$ cat config.mk
export PLATFORM = sky130hd
export DESIGN_NAME = fde_cfg
export DESIGN_NICKNAME = d
export VERILOG_FILES = /design/src/rtl/feedback_delay_echo_4ch_top_assert.svh /design/src/rtl/fde_pkg.sv /design/src/rtl/fde_cfg.sv
export SDC_FILE = /design/constraint.sdc
export NUM_CORES = 1
export LEC_CHECK = 0
export ABC_AREA = 1
export BUFFER_PORTS_ARGS = -buffer_cell sky130_fd_sc_hd__buf_4
export CAP_MARGIN = 15
export CORE_MARGIN = 1.5
export CORE_UTILIZATION = 53
export CTS_CLUSTER_SIZE = 40
export DETAILED_ROUTE_END_ITERATION = 10
export PLACE_DENSITY = 0.76
export RECOVER_POWER = 100
export SETUP_SLACK_MARGIN = 0.02
export SYNTH_ARGS = -nofsm -noshare
export SYNTH_HDL_FRONTEND = slang
export SYNTH_SLANG_ARGS = --single-unit
$ cat constraint.sdc
create_clock -name i_clk -period 3.7 [get_ports i_clk]
set_input_delay 0.37 -clock i_clk [delete_from_list [all_inputs] [get_ports i_clk]]
set_output_delay 0.37 -clock i_clk [all_outputs]
set_load 0.02 [all_outputs]
$ cat src/rtl/feedback_delay_echo_4ch_top_assert.svh
// Assertion macros for the echo block.
`ifndef FEEDBACK_DELAY_ECHO_4CH_TOP_ASSERT_SVH
`define FEEDBACK_DELAY_ECHO_4CH_TOP_ASSERT_SVH

`ifndef SYNTHESIS
`define FDE_ASSERT_IMPLY(label, clk, rst_n, ante, cons) \
    label: assert property (@(posedge clk) disable iff (!rst_n) (ante) |-> (cons)) \
        else $error("fde: same-cycle check failed");
`define FDE_ASSERT_NEXT(label, clk, rst_n, ante, cons) \
    label: assert property (@(posedge clk) disable iff (!rst_n) (ante) |=> (cons)) \
        else $error("fde: next-cycle check failed");
`else
`define FDE_ASSERT_IMPLY(label, clk, rst_n, ante, cons)
`define FDE_ASSERT_NEXT(label, clk, rst_n, ante, cons)
`endif

`endif

$ cat src/rtl/fde_pkg.sv
`default_nettype none

package fde_pkg;

    localparam int FRAME_SAMPLES = 160;
    localparam int MAX_DELAY     = 8192;
    localparam int CHANNELS      = 4;

    localparam int SAMPLE_W   = 32;
    localparam int COEF_W     = 16;
    localparam int INT_W      = 48;
    localparam int FRAC_W     = 8;
    localparam int Q_SHIFT    = 7;
    localparam int PROD_W     = COEF_W + INT_W;
    localparam int SHR_W      = PROD_W - Q_SHIFT;
    localparam int ACC_W      = SHR_W + 1;
    localparam int FRAMES_W   = 10;
    localparam int POS_W      = $clog2(MAX_DELAY);
    localparam int LEN_W      = $clog2(MAX_DELAY + 1);
    localparam int LPROD_W    = FRAMES_W + $clog2(FRAME_SAMPLES + 1);
    localparam int CH_W       = (CHANNELS > 1) ? $clog2(CHANNELS) : 1;
    localparam int ADDR_W     = CH_W + POS_W;
    localparam int CFG_IDX_W  = 3;
    localparam int CFG_DATA_W = COEF_W;
    localparam int QT_W       = INT_W - FRAC_W + 1;

    localparam logic signed [INT_W-1:0] INT_MAX = {1'b0, {(INT_W-1){1'b1}}};
    localparam logic signed [INT_W-1:0] INT_MIN = {1'b1, {(INT_W-1){1'b0}}};
    localparam logic signed [SAMPLE_W-1:0] SMP_MAX = {1'b0, {(SAMPLE_W-1){1'b1}}};
    localparam logic signed [SAMPLE_W-1:0] SMP_MIN = {1'b1, {(SAMPLE_W-1){1'b0}}};

    typedef enum logic [CFG_IDX_W-1:0] {
        REG_ENABLE,
        REG_DELAY_FRAMES,
        REG_FEEDBACK_G,
        REG_GAIN_A,
        REG_POLE_B
    } t_reg_idx;

    typedef enum logic [2:0] {
        S_IDLE,
        S_RD,
        S_MA,
        S_SY,
        S_MG,
        S_WR,
        S_DONE
    } t_state;

    typedef struct packed {
        logic [LEN_W-1:0]         len;
        logic signed [COEF_W-1:0] g;
        logic signed [COEF_W-1:0] a;
        logic signed [COEF_W-1:0] b;
        logic                     clr;
    } t_cfg;

    typedef struct packed {
        logic              we;
        logic [ADDR_W-1:0] waddr;
        logic [INT_W-1:0]  wdata;
        logic [ADDR_W-1:0] raddr;
    } t_mem_req;

    // saturate a wide sum to the internal 48-bit range
    function automatic logic signed [INT_W-1:0] sat_int(input logic signed [ACC_W-1:0] v);
        logic [ACC_W-INT_W:0] hi;
        hi = v[ACC_W-1:INT_W-1];
        if ((&hi) || !(|hi)) begin
            return v[INT_W-1:0];
        end
        return v[ACC_W-1] ? INT_MIN : INT_MAX;
    endfunction

    // drop the fraction toward zero, then clamp to the sample range
    function automatic logic signed [SAMPLE_W-1:0] to_sample(input logic signed [INT_W-1:0] y);
        logic signed [INT_W:0]  t;
        logic signed [QT_W-1:0] q;
        logic [QT_W-SAMPLE_W:0] hi;
        t  = (INT_W+1)'(y) + (y[INT_W-1] ? (INT_W+1)'((1 << FRAC_W) - 1) : '0);
        q  = t[INT_W:FRAC_W];
        hi = q[QT_W-1:SAMPLE_W-1];
        if ((&hi) || !(|hi)) begin
            return q[SAMPLE_W-1:0];
        end
        return q[QT_W-1] ? SMP_MIN : SMP_MAX;
    endfunction

endpackage

`default_nettype wire

$ cat src/rtl/fde_cfg.sv
`default_nettype none

module fde_cfg (
    input  wire                              i_clk,
    input  wire                              i_rst_n,
    input  wire                              i_cfg_we,
    input  wire [fde_pkg::CFG_IDX_W-1:0]     i_cfg_idx,
    input  wire [fde_pkg::CFG_DATA_W-1:0]    i_cfg_data,
    output fde_pkg::t_cfg                    o_cfg
);
    import fde_pkg::*;

    logic                     r_enable, n_enable;
    logic [FRAMES_W-1:0]      r_frames, n_frames;
    logic signed [COEF_W-1:0] r_g, n_g;
    logic signed [COEF_W-1:0] r_a, n_a;
    logic signed [COEF_W-1:0] r_b, n_b;
    logic [LEN_W-1:0]         r_len, n_len;
    logic                     r_clr;
    logic [LPROD_W-1:0]       raw_len;

    always_comb begin
        n_enable = r_enable;
        n_frames = r_frames;
        n_g      = r_g;
        n_a      = r_a;
        n_b      = r_b;
        if (i_cfg_we) begin
            unique case (i_cfg_idx)
                REG_ENABLE:       n_enable = i_cfg_data[0];
                REG_DELAY_FRAMES: n_frames = i_cfg_data[FRAMES_W-1:0];
                REG_FEEDBACK_G:   n_g      = i_cfg_data;
                REG_GAIN_A:       n_a      = i_cfg_data;
                REG_POLE_B:       n_b      = i_cfg_data;
                default: ;
            endcase
        end
    end

    // effective length: frames times frame size, clamped to the store depth, zero while disabled
    always_comb begin
        raw_len = LPROD_W'(n_frames) * LPROD_W'(FRAME_SAMPLES);
        if (!n_enable) begin
            n_len = '0;
        end else if (raw_len > LPROD_W'(MAX_DELAY)) begin
            n_len = LEN_W'(MAX_DELAY);
        end else begin
            n_len = raw_len[LEN_W-1:0];
        end
    end

    always_ff @(posedge i_clk) begin
        if (!i_rst_n) begin
            r_enable <= 1'b0;
            r_frames <= '0;
            r_g      <= '0;
            r_a      <= '0;
            r_b      <= '0;
            r_len    <= '0;
            r_clr    <= 1'b0;
        end else begin
            r_enable <= n_enable;
            r_frames <= n_frames;
            r_g      <= n_g;
            r_a      <= n_a;
            r_b      <= n_b;
            r_len    <= n_len;
            r_clr    <= (n_len != r_len);
        end
    end

    assign o_cfg.len = r_len;
    assign o_cfg.g   = r_g;
    assign o_cfg.a   = r_a;
    assign o_cfg.b   = r_b;
    assign o_cfg.clr = r_clr;

endmodule

`default_nettype wire

==> run summary <==
Final setup viols: 0
minimum clock period after layout: 3.36 ns
Placement Cell Area: 0.00404 sq mm
fmax: 298 MHz
CTS Buffer Depth: 2
vias in the first global route: 2,913
unrepaired setup endpoints after global routing: false
CTS clk-pin slew, worst paths: 0.08 ns
top-count cell post-synth: nor2_1
IO Count: 85
layout cells sized above 1: 10.6%
Seq/Total Area, Yosys: 40.2%
status: finished with violations
Starting Density: 54.4%
Place WS: -0.0137 ns
Post-synth top cells: nor2_1, dfxtp_1, nand2_1
crit path max fanout: 17
mux contribution to synthesized area: 0.292%
H-tree depth: 3
post-synthesis adder-cell area fraction: 4.96%
Fin Clk Skew: 0.00905 ns
ANT cells: 0
top_reg_cell synth: dfxtp_1
Synth Cell Area: 0.00343 sq mm
largest net degree at the start of global routing: 50
CP startpoint: i_cfg_idx[2]
final instance area: 0.00409 sq mm
Final Max Slew Viols: 50
clock sink total: 69
WL/cell: 12.8 um
post-synth top area share: 40.2%
Post-DRT Antenna Nets: 0
via density per instance: 5.15
Hold Fails Final Rpt: 0
Post-Syn Instances: 488
reg2reg start: r_frames[7]
largest family of logic cells by synthesized area: simple AND/OR/NAND/NOR gates
Fin Setup TNS: 0 ns
die width: 83.5 um
P_leak: 0.00185 uW
CTS tree: built
hold crit path type: in -> reg
DR vias: 3,319
Slew headroom: -9.78%
# fillers: 624
Core Area: 0.00631 sq mm
worst path arrival time: 3.56 ns
top cells by area, synth: dfxtp_1, nor2_1, o21ai_0
Hold Startpoint: i_cfg_data[15]
insertion delay to the later sink of the worst-skew pair: 0.34 ns
DRC: 0
Setup crit end kind: flip-flop
asr flop ratio synth: 0%
Startpoint Class: input port
final WL: 8260 um
Area growth syn-to-layout: 19.2%
Synth cell types: 31
Yosys top cell by area: dfxtp_1
grt ovf: 0
first-pass GRT wire length: 13,600 um
Req. time, crit path: 3.90 ns
Ys Warns: 0
Least-Margin Pin Slew: 1.65 ns
XOR/XNOR share of the synthesized area: 1.02%
Max Cap Viol: 1
root buffer cell: clkbuf_8
Row Count: 29
nets@finish: 598
gpl congestion: 0.893
post-synthesis register bit count: 69
Setup Crit Path Kind: in -> reg
Iteration-0 DRC Markers: 157
PortBufs: 79
CTS Buf Count: 9
full die area: 0.00697 sq mm
Total GRT Usage: 24.1%
Vert. Die Dim: 83.5 um
crit share post-route: 90.7%
Detailed Place HPWL: 5960 um
antenna violations before repair: 0
1st-pass router iterations: 4
peak supply drop: 0.283 mV
failing checks: capacitance limit, slew limit
hold_buf cts: 0
compound-cell area share of the yosys netlist: 12.9%
EDFF count, synth: 0
final worst slack: 0.343 ns
Power Dens Cells: 441 mW/mm^2
simple-gate portion of the synthesized area: 29.5%
Avg Cell Area, Syn: 7.03 sq um
==> critical path, cell delays in order <==
cell and delay (ns):
buf_4 0.14, nor2_8 0.17, nand2_8 0.13, o21ai_0 0.26, inv_1 0.10, ha_1 0.30
ha_1 0.36, a21oi_1 0.29, nor2_1 0.07, nor2_1 0.09, nand2_1 0.10, a21oi_1 0.28
inv_1 0.08, nand2_1 0.11, nor2_4 0.06, buf_12 0.14, nand2_1 0.08, nand2_1 0.06
a21oi_1 0.15, nand2_1 0.07, nor2_1 0.08, a21oi_1 0.06
==> report_power, final <==
part	switching (uW)	internal, uW
Clock	288	469
Sequential	11.5	767
Combinational	175	93.3
Total	475	1330
==> per-stage QoR <==
stage	util, %	std cells	hold WS (ns)	total power, uW
CTS	68.0	644	0.286	1820
finish	64.8	645	0.298	1800
detailed placement	64.1	628	0.437	1070
floorplan	-	492	0.520	985
global placement	64.1	628	0.432	1060
global route	64.8	645	0.324	1880
==> final cells by class <==
cell class,count,area [sq um],area share [%]
Clock inverter,5,108,2.63
Sequential cell,69,1380,33.8
Timing Repair Buffer,84,422,10.3
Multi-Input combinational cell,331,1690,41.3
Clock buffer,11,141,3.46
Inverter,68,255,6.24
Tap cell,77,96.3,2.35
==> cells by family after synthesis <==
group / count (synthesis)
AND/OR/NAND/NOR: 224
buffers and inverters: 92
AO/OA/AOI/OAI: 84
flip-flops: 69
adder cells (fa/ha/maj): 13
XOR/XNOR: 4
other: 1
multiplexers: 1
==> state kept, by name, indices dropped and copies added, names as in the netlist <==
register	flops
r_len	9
r_g	16
r_frames	10
r_a	16
r_b	16
r_enable	1
r_clr	1
==> what timing repair did <==
item / 4_1_cts / 5_1_grt
setup buffers: 0 / 1
endpoints found under the setup margin: 0 / 1
gates resized for setup: 0 / 0
==> worst paths after layout <==
check / to / slack (ns) / depth (start not counted)
worst max-delay path: r_clr / 0.34 / 22
worst max register to register: r_clr / 0.58 / 21
worst min register to register: r_a[14] / 0.44 / 2
worst min-delay path: r_g[15] / 0.30 / 3
==> per-layer routing <==
layer | vias up | GRT usage, % | part of all wire, %
met5 | - | 0 | 0
met4 | 0 | 7.45 | 1.4
met3 | 10 | 4.85 | 5.1
met2 | 95 | 41.6 | 48
met1 | 1528 | 30.5 | 45
li1 | 1686 | - | -
==> layout by cell type, fill, tap and decap left out, types with 3 or more instances in the layout <==
master,instances
conb_1,5
nand2_1,67
o21ai_0,54
a21oi_1,27
nor3_1,6
nand4_1,8
bufinv_16,3
clkbuf_8,10
dfxtp_1,69
nand2_2,7
buf_4,24
ha_1,12
inv_1,64
nor2_1,100
nand3_1,25
clkbuf_1,60
Note: power is estimated with default switching activity, not from simulation.
