==> src/rtl/feedback_delay_echo_4ch_top_assert.svh <==
// Assertion macros for the echo block.
`ifndef FEEDBACK_DELAY_ECHO_4CH_TOP_ASSERT_SVH
`define FEEDBACK_DELAY_ECHO_4CH_TOP_ASSERT_SVH

`ifndef SYNTHESIS
`define FDE_ASSERT_IMPLY(label, clk, rst_n, ante, cons) \
    label: assert property (@(posedge clk) disable iff (!rst_n) (ante) |-> (cons)) \
        else $error("fde: same-cycle check failed");
`define FDE_ASSERT_NEXT(label, clk, rst_n, ante, cons) \
    label: assert property (@(posedge clk) disable iff (!rst_n) (ante) |=> (cons)) \
        else $error("fde: next-cycle check failed");
`else
`define FDE_ASSERT_IMPLY(label, clk, rst_n, ante, cons)
`define FDE_ASSERT_NEXT(label, clk, rst_n, ante, cons)
`endif

`endif

==> src/rtl/fde_pkg.sv <==
`default_nettype none

package fde_pkg;

    localparam int FRAME_SAMPLES = 160;
    localparam int MAX_DELAY     = 8192;
    localparam int CHANNELS      = 4;

    localparam int SAMPLE_W   = 32;
    localparam int COEF_W     = 16;
    localparam int INT_W      = 48;
    localparam int FRAC_W     = 8;
    localparam int Q_SHIFT    = 7;
    localparam int PROD_W     = COEF_W + INT_W;
    localparam int SHR_W      = PROD_W - Q_SHIFT;
    localparam int ACC_W      = SHR_W + 1;
    localparam int FRAMES_W   = 10;
    localparam int POS_W      = $clog2(MAX_DELAY);
    localparam int LEN_W      = $clog2(MAX_DELAY + 1);
    localparam int LPROD_W    = FRAMES_W + $clog2(FRAME_SAMPLES + 1);
    localparam int CH_W       = (CHANNELS > 1) ? $clog2(CHANNELS) : 1;
    localparam int ADDR_W     = CH_W + POS_W;
    localparam int CFG_IDX_W  = 3;
    localparam int CFG_DATA_W = COEF_W;
    localparam int QT_W       = INT_W - FRAC_W + 1;

    localparam logic signed [INT_W-1:0] INT_MAX = {1'b0, {(INT_W-1){1'b1}}};
    localparam logic signed [INT_W-1:0] INT_MIN = {1'b1, {(INT_W-1){1'b0}}};
    localparam logic signed [SAMPLE_W-1:0] SMP_MAX = {1'b0, {(SAMPLE_W-1){1'b1}}};
    localparam logic signed [SAMPLE_W-1:0] SMP_MIN = {1'b1, {(SAMPLE_W-1){1'b0}}};

    typedef enum logic [CFG_IDX_W-1:0] {
        REG_ENABLE,
        REG_DELAY_FRAMES,
        REG_FEEDBACK_G,
        REG_GAIN_A,
        REG_POLE_B
    } t_reg_idx;

    typedef enum logic [2:0] {
        S_IDLE,
        S_RD,
        S_MA,
        S_SY,
        S_MG,
        S_WR,
        S_DONE
    } t_state;

    typedef struct packed {
        logic [LEN_W-1:0]         len;
        logic signed [COEF_W-1:0] g;
        logic signed [COEF_W-1:0] a;
        logic signed [COEF_W-1:0] b;
        logic                     clr;
    } t_cfg;

    typedef struct packed {
        logic              we;
        logic [ADDR_W-1:0] waddr;
        logic [INT_W-1:0]  wdata;
        logic [ADDR_W-1:0] raddr;
    } t_mem_req;

    // saturate a wide sum to the internal 48-bit range
    function automatic logic signed [INT_W-1:0] sat_int(input logic signed [ACC_W-1:0] v);
        logic [ACC_W-INT_W:0] hi;
        hi = v[ACC_W-1:INT_W-1];
        if ((&hi) || !(|hi)) begin
            return v[INT_W-1:0];
        end
        return v[ACC_W-1] ? INT_MIN : INT_MAX;
    endfunction

    // drop the fraction toward zero, then clamp to the sample range
    function automatic logic signed [SAMPLE_W-1:0] to_sample(input logic signed [INT_W-1:0] y);
        logic signed [INT_W:0]  t;
        logic signed [QT_W-1:0] q;
        logic [QT_W-SAMPLE_W:0] hi;
        t  = (INT_W+1)'(y) + (y[INT_W-1] ? (INT_W+1)'((1 << FRAC_W) - 1) : '0);
        q  = t[INT_W:FRAC_W];
        hi = q[QT_W-1:SAMPLE_W-1];
        if ((&hi) || !(|hi)) begin
            return q[SAMPLE_W-1:0];
        end
        return q[QT_W-1] ? SMP_MIN : SMP_MAX;
    endfunction

endpackage

`default_nettype wire

==> src/rtl/fde_if.sv <==
`default_nettype none

interface fde_in_if;
    import fde_pkg::*;
    logic                       valid;
    logic                       ready;
    logic signed [SAMPLE_W-1:0] in_ch0;
    logic signed [SAMPLE_W-1:0] in_ch1;
    logic signed [SAMPLE_W-1:0] in_ch2;
    logic signed [SAMPLE_W-1:0] in_ch3;
    modport source (output valid, in_ch0, in_ch1, in_ch2, in_ch3, input ready);
    modport sink (input valid, in_ch0, in_ch1, in_ch2, in_ch3, output ready);
endinterface

interface fde_out_if;
    import fde_pkg::*;
    logic                       valid;
    logic                       ready;
    logic signed [SAMPLE_W-1:0] out_ch0;
    logic signed [SAMPLE_W-1:0] out_ch1;
    logic signed [SAMPLE_W-1:0] out_ch2;
    logic signed [SAMPLE_W-1:0] out_ch3;
    modport source (output valid, out_ch0, out_ch1, out_ch2, out_ch3, input ready);
    modport sink (input valid, out_ch0, out_ch1, out_ch2, out_ch3, output ready);
endinterface

`default_nettype wire

==> src/rtl/fde_core.sv <==
`default_nettype none

module fde_core (
    input  wire                         i_clk,
    input  wire                         i_rst_n,
    input  wire fde_pkg::t_cfg          i_cfg,
    input  wire [fde_pkg::INT_W-1:0]    i_rd_data,
    output fde_pkg::t_mem_req           o_mem,
    fde_in_if.sink                      i_src,
    fde_out_if.source                   o_res
);
    import fde_pkg::*;

    t_state r_state, n_state;

    logic [CH_W-1:0]           r_ch;
    logic [POS_W-1:0]          r_pos;
    logic                      r_filled;
    logic                      r_ovalid;
    logic signed [INT_W-1:0]   r_prev [CHANNELS];
    logic signed [SAMPLE_W-1:0] r_x   [CHANNELS];
    logic signed [SAMPLE_W-1:0] r_q   [CHANNELS];
    logic signed [SAMPLE_W-1:0] r_out [CHANNELS];
    logic signed [PROD_W-1:0]  r_prod;
    logic signed [SHR_W-1:0]   r_acc;
    logic signed [INT_W-1:0]   r_y;

    logic signed [SAMPLE_W-1:0] x_in [CHANNELS];
    logic signed [COEF_W-1:0]  mul_c;
    logic signed [INT_W-1:0]   mul_d;
    logic signed [PROD_W-1:0]  mul_p;
    logic signed [INT_W-1:0]   dly;
    logic signed [SHR_W-1:0]   prod_shr;
    logic signed [ACC_W-1:0]   y_sum;
    logic signed [ACC_W-1:0]   v_diff;
    logic signed [INT_W-1:0]   v_new;
    logic                      out_load;
    logic [LEN_W-1:0]          pos_inc;

    assign x_in[0] = i_src.in_ch0;
    assign x_in[1] = i_src.in_ch1;
    assign x_in[2] = i_src.in_ch2;
    assign x_in[3] = i_src.in_ch3;

    // entries past the pointer read as zero until the first wrap
    assign dly      = r_filled ? $signed(i_rd_data) : '0;
    assign mul_p    = PROD_W'(mul_c) * PROD_W'(mul_d);
    assign prod_shr = r_prod[PROD_W-1:Q_SHIFT];
    assign y_sum    = ACC_W'(r_acc) + ACC_W'(prod_shr);
    assign v_diff   = ACC_W'($signed({r_x[r_ch], {FRAC_W{1'b0}}})) - ACC_W'(prod_shr);
    assign v_new    = sat_int(v_diff);
    assign out_load = (r_state == S_DONE) && (!r_ovalid || o_res.ready);
    assign pos_inc  = LEN_W'(r_pos) + LEN_W'(1);

    always_comb begin
        n_state = r_state;
        unique case (r_state)
            S_IDLE: begin
                if (i_src.valid) begin
                    n_state = (i_cfg.len == '0) ? S_DONE : S_RD;
                end
            end
            S_RD: n_state = S_MA;
            S_MA: n_state = S_SY;
            S_SY: n_state = S_MG;
            S_MG: n_state = S_WR;
            S_WR: n_state = (r_ch == CH_W'(CHANNELS - 1)) ? S_DONE : S_RD;
            S_DONE: begin
                if (!r_ovalid || o_res.ready) begin
                    n_state = S_IDLE;
                end
            end
            default: n_state = S_IDLE;
        endcase
    end

    always_comb begin
        i_src.ready = 1'b0;
        mul_c       = '0;
        mul_d       = '0;
        o_mem.we    = 1'b0;
        o_mem.waddr = {r_ch, r_pos};
        o_mem.wdata = v_new;
        o_mem.raddr = {r_ch, r_pos};
        unique case (r_state)
            S_IDLE: i_src.ready = 1'b1;
            S_RD: begin
                mul_c = i_cfg.b;
                mul_d = r_prev[r_ch];
            end
            S_MA: begin
                mul_c = i_cfg.a;
                mul_d = dly;
            end
            S_MG: begin
                mul_c = i_cfg.g;
                mul_d = r_y;
            end
            S_WR: o_mem.we = 1'b1;
            default: ;
        endcase
    end

    always_ff @(posedge i_clk) begin
        if (!i_rst_n) begin
            r_state  <= S_IDLE;
            r_ch     <= '0;
            r_pos    <= '0;
            r_filled <= 1'b0;
            r_ovalid <= 1'b0;
            for (int k = 0; k < CHANNELS; k++) begin
                r_prev[k] <= '0;
            end
        end else begin
            r_state <= n_state;
            if (i_src.valid && i_src.ready) begin
                r_ch <= '0;
            end
            if (r_state == S_WR) begin
                r_prev[r_ch] <= r_y;
                r_ch         <= r_ch + CH_W'(1);
            end
            if (out_load) begin
                r_ovalid <= 1'b1;
                if (i_cfg.len != '0) begin
                    if (pos_inc >= i_cfg.len) begin
                        r_pos    <= '0;
                        r_filled <= 1'b1;
                    end else begin
                        r_pos <= pos_inc[POS_W-1:0];
                    end
                end
            end else if (o_res.ready) begin
                r_ovalid <= 1'b0;
            end
            // length change: restart pointer and recursion
            if (i_cfg.clr) begin
                r_pos    <= '0;
                r_filled <= 1'b0;
                for (int k = 0; k < CHANNELS; k++) begin
                    r_prev[k] <= '0;
                end
            end
        end
    end

    always_ff @(posedge i_clk) begin
        if (i_src.valid && i_src.ready) begin
            for (int k = 0; k < CHANNELS; k++) begin
                r_x[k] <= x_in[k];
                r_q[k] <= x_in[k];
            end
        end
        case (r_state)
            S_RD: r_prod <= mul_p;
            S_MA: begin
                r_acc  <= prod_shr;
                r_prod <= mul_p;
            end
            S_SY: r_y    <= sat_int(y_sum);
            S_MG: r_prod <= mul_p;
            S_WR: r_q[r_ch] <= to_sample(r_y);
            default: ;
        endcase
        if (out_load) begin
            for (int k = 0; k < CHANNELS; k++) begin
                r_out[k] <= r_q[k];
            end
        end
    end

    assign o_res.valid   = r_ovalid;
    assign o_res.out_ch0 = r_out[0];
    assign o_res.out_ch1 = r_out[1];
    assign o_res.out_ch2 = r_out[2];
    assign o_res.out_ch3 = r_out[3];

endmodule

`default_nettype wire

==> src/flat_wrapper.sv <==
// flat-port wrapper written by rule: the top's interface ports become plain ports
module fde_core_flat import fde_pkg::*;
  (i_clk, i_rst_n, i_cfg, i_rd_data, o_mem, i_src_valid, i_src_in_ch0, i_src_in_ch1, i_src_in_ch2, i_src_in_ch3, i_src_ready, o_res_valid, o_res_out_ch0, o_res_out_ch1, o_res_out_ch2, o_res_out_ch3, o_res_ready);
  fde_in_if i_src_i ();
  fde_out_if o_res_i ();
  input  wire i_clk;
  input  wire i_rst_n;
  input  wire fde_pkg::t_cfg i_cfg;
  input  wire [fde_pkg::INT_W-1:0] i_rd_data;
  output fde_pkg::t_mem_req o_mem;
  input wire logic [$bits(i_src_i.valid)-1:0] i_src_valid;
  input wire logic [$bits(i_src_i.in_ch0)-1:0] i_src_in_ch0;
  input wire logic [$bits(i_src_i.in_ch1)-1:0] i_src_in_ch1;
  input wire logic [$bits(i_src_i.in_ch2)-1:0] i_src_in_ch2;
  input wire logic [$bits(i_src_i.in_ch3)-1:0] i_src_in_ch3;
  output wire logic [$bits(i_src_i.ready)-1:0] i_src_ready;
  output wire logic [$bits(o_res_i.valid)-1:0] o_res_valid;
  output wire logic [$bits(o_res_i.out_ch0)-1:0] o_res_out_ch0;
  output wire logic [$bits(o_res_i.out_ch1)-1:0] o_res_out_ch1;
  output wire logic [$bits(o_res_i.out_ch2)-1:0] o_res_out_ch2;
  output wire logic [$bits(o_res_i.out_ch3)-1:0] o_res_out_ch3;
  input wire logic [$bits(o_res_i.ready)-1:0] o_res_ready;
  assign i_src_i.valid = i_src_valid;
  assign i_src_i.in_ch0 = i_src_in_ch0;
  assign i_src_i.in_ch1 = i_src_in_ch1;
  assign i_src_i.in_ch2 = i_src_in_ch2;
  assign i_src_i.in_ch3 = i_src_in_ch3;
  assign i_src_ready = i_src_i.ready;
  assign o_res_valid = o_res_i.valid;
  assign o_res_out_ch0 = o_res_i.out_ch0;
  assign o_res_out_ch1 = o_res_i.out_ch1;
  assign o_res_out_ch2 = o_res_i.out_ch2;
  assign o_res_out_ch3 = o_res_i.out_ch3;
  assign o_res_i.ready = o_res_ready;
  fde_core u_core (.i_clk(i_clk), .i_rst_n(i_rst_n), .i_cfg(i_cfg), .i_rd_data(i_rd_data), .o_mem(o_mem), .i_src(i_src_i), .o_res(o_res_i));
endmodule
==> config.mk <==
export PLATFORM = sky130hd
export DESIGN_NAME = fde_core_flat
export DESIGN_NICKNAME = d
export VERILOG_FILES = /design/src/rtl/feedback_delay_echo_4ch_top_assert.svh /design/src/rtl/fde_pkg.sv /design/src/rtl/fde_if.sv /design/src/rtl/fde_core.sv /design/src/flat_wrapper.sv
export SDC_FILE = /design/constraint.sdc
export NUM_CORES = 2
export LEC_CHECK = 0
export BUFFER_PORTS_ARGS = -buffer_cell sky130_fd_sc_hd__buf_2
export CAP_MARGIN = 15
export CELL_PAD_IN_SITES_DETAIL_PLACEMENT = 1
export CELL_PAD_IN_SITES_GLOBAL_PLACEMENT = 1
export CORE_MARGIN = 4
export CORE_UTILIZATION = 47
export DETAILED_ROUTE_END_ITERATION = 8
export PLACE_DENSITY_LB_ADDON = 0.1
export RECOVER_POWER = 25
export SETUP_SLACK_MARGIN = 0.02
export SLEW_MARGIN = 20
export SYNTH_ARGS = -nofsm -noshare
export SYNTH_HDL_FRONTEND = slang
export SYNTH_SLANG_ARGS = --single-unit
==> constraint.sdc <==
create_clock -name i_clk -period 20.4 [get_ports i_clk]
set_clock_uncertainty 0.1 [all_clocks]
set_input_delay 4.08 -clock i_clk [delete_from_list [all_inputs] [get_ports i_clk]]
set_output_delay 4.08 -clock i_clk [all_outputs]
set_load 0.02 [all_outputs]
==> flow_metrics.env <==
export IMPL_powerDensity_mw_per_mm2=76.7
export IMPL_synthCells=6195
export IMPL_final_fill_count=14800
export IMPL_maxCapViolCount=3
export IMPL_dp_cells=8180
export IMPL_initial_core_util_pct=47.5
export IMPL_drtIter0Drc=4165
export IMPL_vias=49800
export IMPL_dieArea_mm2=0.142
export IMPL_layout_drive_gt1_share_pct=11.8
export IMPL_r2r_end="u_core.r_prod[62]"
export IMPL_clock_sinks=760
export IMPL_netlist_area_mm2=0.0637
export IMPL_critPathMaxFanout=19
export IMPL_period_share_pct=58.4
export IMPL_worst_setup_path_end_kind="flip-flop"
export IMPL_timing_rr_start="u_core.r_state[1]"
export IMPL_startpoint_type="primary input"
export IMPL_power_leakage_nw=30.6
export IMPL_ant_nets=0
export IMPL_setup_viol=0
export IMPL_slew_limit_headroom_pct=-139
export IMPL_busiest_layer="met2"
export IMPL_io_buffers=451
export IMPL_irDropWorstVdd_mv=0.0869
export IMPL_drc=0
export IMPL_min_delay_path_class="reg -> reg"
export IMPL_place_congestion=0.944
export IMPL_vias_per_cell=5.96
export IMPL_yosysSeqAreaShare_pct=35.5
export IMPL_die_w_um=376
export IMPL_synth_edf_count=738
export IMPL_layout_common_cells="inv_1 (931), edfxtp_1 (738), fa_1 (711)"
export IMPL_instances_no_fill=8355
export IMPL_htree_levels=3
export IMPL_violations="capacitance limit, slew limit"
export IMPL_max_freq_mhz=84.0
export IMPL_numCtsBuffers=84
export IMPL_worst_pin_slew_ns=3.59
export IMPL_worstSetupPathType="in -> reg"
export IMPL_cts_tree="yes"
export IMPL_arrival_ns=12.26
export IMPL_finalWirelength_mm=238
export IMPL_seqCellArea_mm2=0.0226
export IMPL_drt_first_pass_iters=6
export IMPL_fp_dieH_um=376
export IMPL_antenna_found_initial=19
export IMPL_use_met1_pct=43.8
export IMPL_fin_util_pct=52.6
export IMPL_core_area_mm2=0.134
export IMPL_multi_input_area_mm2=0.0365
export IMPL_synth_cell_type_count=86
export IMPL_min_to="u_core.r_out[3][24]"
export IMPL_hold_depth=0
export IMPL_async_reset_ff_share_pct=0
export IMPL_avgRoutedWirePerCell_um=28.5
export IMPL_clk_latency_ns=0.72
export IMPL_critPathRequiredTime_ns=20.75
export IMPL_finalPower_mw=5.42
export IMPL_grt_use_met3_pct=6.00
export IMPL_pin_count=452
export IMPL_path_clk_slew_ns=0.07
export IMPL_r2r_setup_slack_ns=9.24
export IMPL_final_common_cell="inv_1"
export IMPL_finalNetCount=7727
export IMPL_status="finished, violations left"
export IMPL_grt_util_met2_pct=54.8
export IMPL_synthFlopType="edfxtp_1"
export IMPL_rsz0062_at_grt="false"
export IMPL_synth_fp_nets=7424
export IMPL_grt_remaining_overflow=0
export IMPL_root_buffer="clkbuf_16"
export IMPL_hold_viol=0
export IMPL_layout_min_cycle_time_ns=11.91
export IMPL_avgSynthCellArea_um2=10.3
export IMPL_final_max_slew_violation_count=161
export IMPL_tns_ns=0
export IMPL_hold_buffers=0
export IMPL_synthToLayoutAreaGrowth_pct=10.8
export IMPL_grt_pass1_vias=52800
export IMPL_grt_total_usage_pct=33.3
export IMPL_postCtsSetupRepairBufs=0
export IMPL_grt_pass1_wl_mm=350
export IMPL_hp_start="u_core.r_q[3][24]"
export IMPL_dp_hpwl_mm=185
export IMPL_yosysWarningCount=0
export IMPL_fin_hold_ws_ns=0.294
export IMPL_clock_path_buffers=3
export IMPL_ys_ff_latch=760
export IMPL_row_count=134
export IMPL_ctsResizeCount=0
export IMPL_r2r_cells=30
export IMPL_grt_max_degree=111
[worst max-delay path, cell delays in order]
cell and delay, ns:
buf_2 0.09, nand3b_1 0.08, a21oi_1 0.17, nor2_2 0.77, buf_4 0.42, nor2_1 0.12, fa_1 0.57, inv_1 0.06
fa_1 0.49, fa_1 0.51, inv_1 0.05, fa_1 0.51, fa_1 0.49, inv_1 0.05, fa_1 0.49, inv_1 0.04
ha_1 0.36, a21o_1 0.20, o21bai_1 0.16, a21oi_1 0.20, o221a_2 0.23, o21ai_0 0.07, a21oi_1 0.64, o2111a_1 0.30
nor2_1 0.09, a211oi_1 0.58, o21bai_1 0.22, xor2_1 0.18
[Yosys cell counts, drive strengths merged (16+ instances only)]
cell | instances | area (µm²)
a31oi | 28 | 190
mux2i | 44 | 440
a21boi | 41 | 383
o21bai | 31 | 233
a211oi | 20 | 150
o22ai | 52 | 325
nor2b | 20 | 125
a21oi | 269 | 1350
a22oi | 70 | 526
clkbuf | 283 | 1060
nand2b | 23 | 144
nand2 | 693 | 2600
a21o | 93 | 698
o21a | 69 | 518
o31ai | 16 | 125
and2 | 30 | 188
nor2 | 551 | 2070
a22o | 56 | 490
inv | 932 | 3500
fa | 711 | 14200
dfxtp | 22 | 440
nor3 | 40 | 200
mux2 | 44 | 495
and3 | 219 | 1370
mux4 | 41 | 923
buf | 58 | 319
edfxtp | 738 | 22200
nand4 | 63 | 394
xnor2 | 117 | 1020
o21ai | 242 | 1210
xor2 | 81 | 709
ha | 275 | 3440
nand3 | 54 | 270
[how the worst max path moves through the flow]
stage,start,endpoint,cells past startpoint
4_1_cts,i_cfg[2],u_core.r_prod[57],28
2_1_floorplan,o_res_ready,u_core.r_pos[5],7
6_report,i_cfg[2],u_core.r_prod[62],28
3_3_place_gp,i_cfg[2],u_core.r_prod[57],28
3_5_place_dp,i_cfg[2],u_core.r_prod[57],28
5_1_grt,i_cfg[2],u_core.r_prod[57],28
[cells by family (layout without fill, tap and decap cells)]
kind of cell	after synthesis	count (layout)	synth area share [%]
AOI/OAI and AO/OA	1075	1075	11.0
xor gates and xnor gates	198	198	2.72
adders and majority gates	986	986	27.7
buffers and inverters	1275	1645	7.67
DFF	760	760	35.5
muxes	129	129	2.92
other	0	22	0
and+or+nand+nor	1772	1772	12.5
[routing by layer]
layer | share of wire (%) | vias up
li1 | - | 21400
met1 | 40 | 25900
met2 | 47 | 2062
met3 | 7.7 | 404
met4 | 4.5 | 2
met5 | 0.0029 | -
[flip-flops by register name, summed over array words and instances (netlist names), named ones only]
register	count
u_core.o_res.valid	1
u_core.r_acc	57
u_core.r_ch	2
u_core.r_filled	1
u_core.r_out	128
u_core.r_pos	13
u_core.r_prev	192
u_core.r_prod	57
u_core.r_q	128
u_core.r_state	3
u_core.r_x	128
u_core.r_y	48
[where the power goes]
group | total, mW | internal, mW | switching [mW] | leakage [nW]
clock network | 1.52 | 0.843 | 0.682 | 1.29
registers | 1.96 | 1.88 | 0.0883 | 7.40
logic | 1.93 | 0.641 | 1.29 | 21.9
[layout make-up]
| class | count | area share [%] |
|---|---|---|
| Antenna cell | 22 | 0.0780 |
| Clock buffer | 110 | 3.13 |
| Clock inverter | 43 | 0.748 |
| Inverter | 934 | 4.97 |
| Multi-Input combinational cell | 4160 | 51.7 |
| Sequential cell | 760 | 32.0 |
| Tap cell | 1768 | 3.13 |
| Timing Repair Buffer | 558 | 4.18 |
[metrics by stage]
stage / setup WS [ns] / instance area, µm²
final: 8.49 / 70600
after global routing: 8.15 / 70600
after CTS: 8.64 / 70700
after detailed placement: 7.90 / 67900
after global placement: 8.13 / 67900
after floorplan: 8.57 / 63700
No activity file was read; power rests on OpenSTA's default activity.
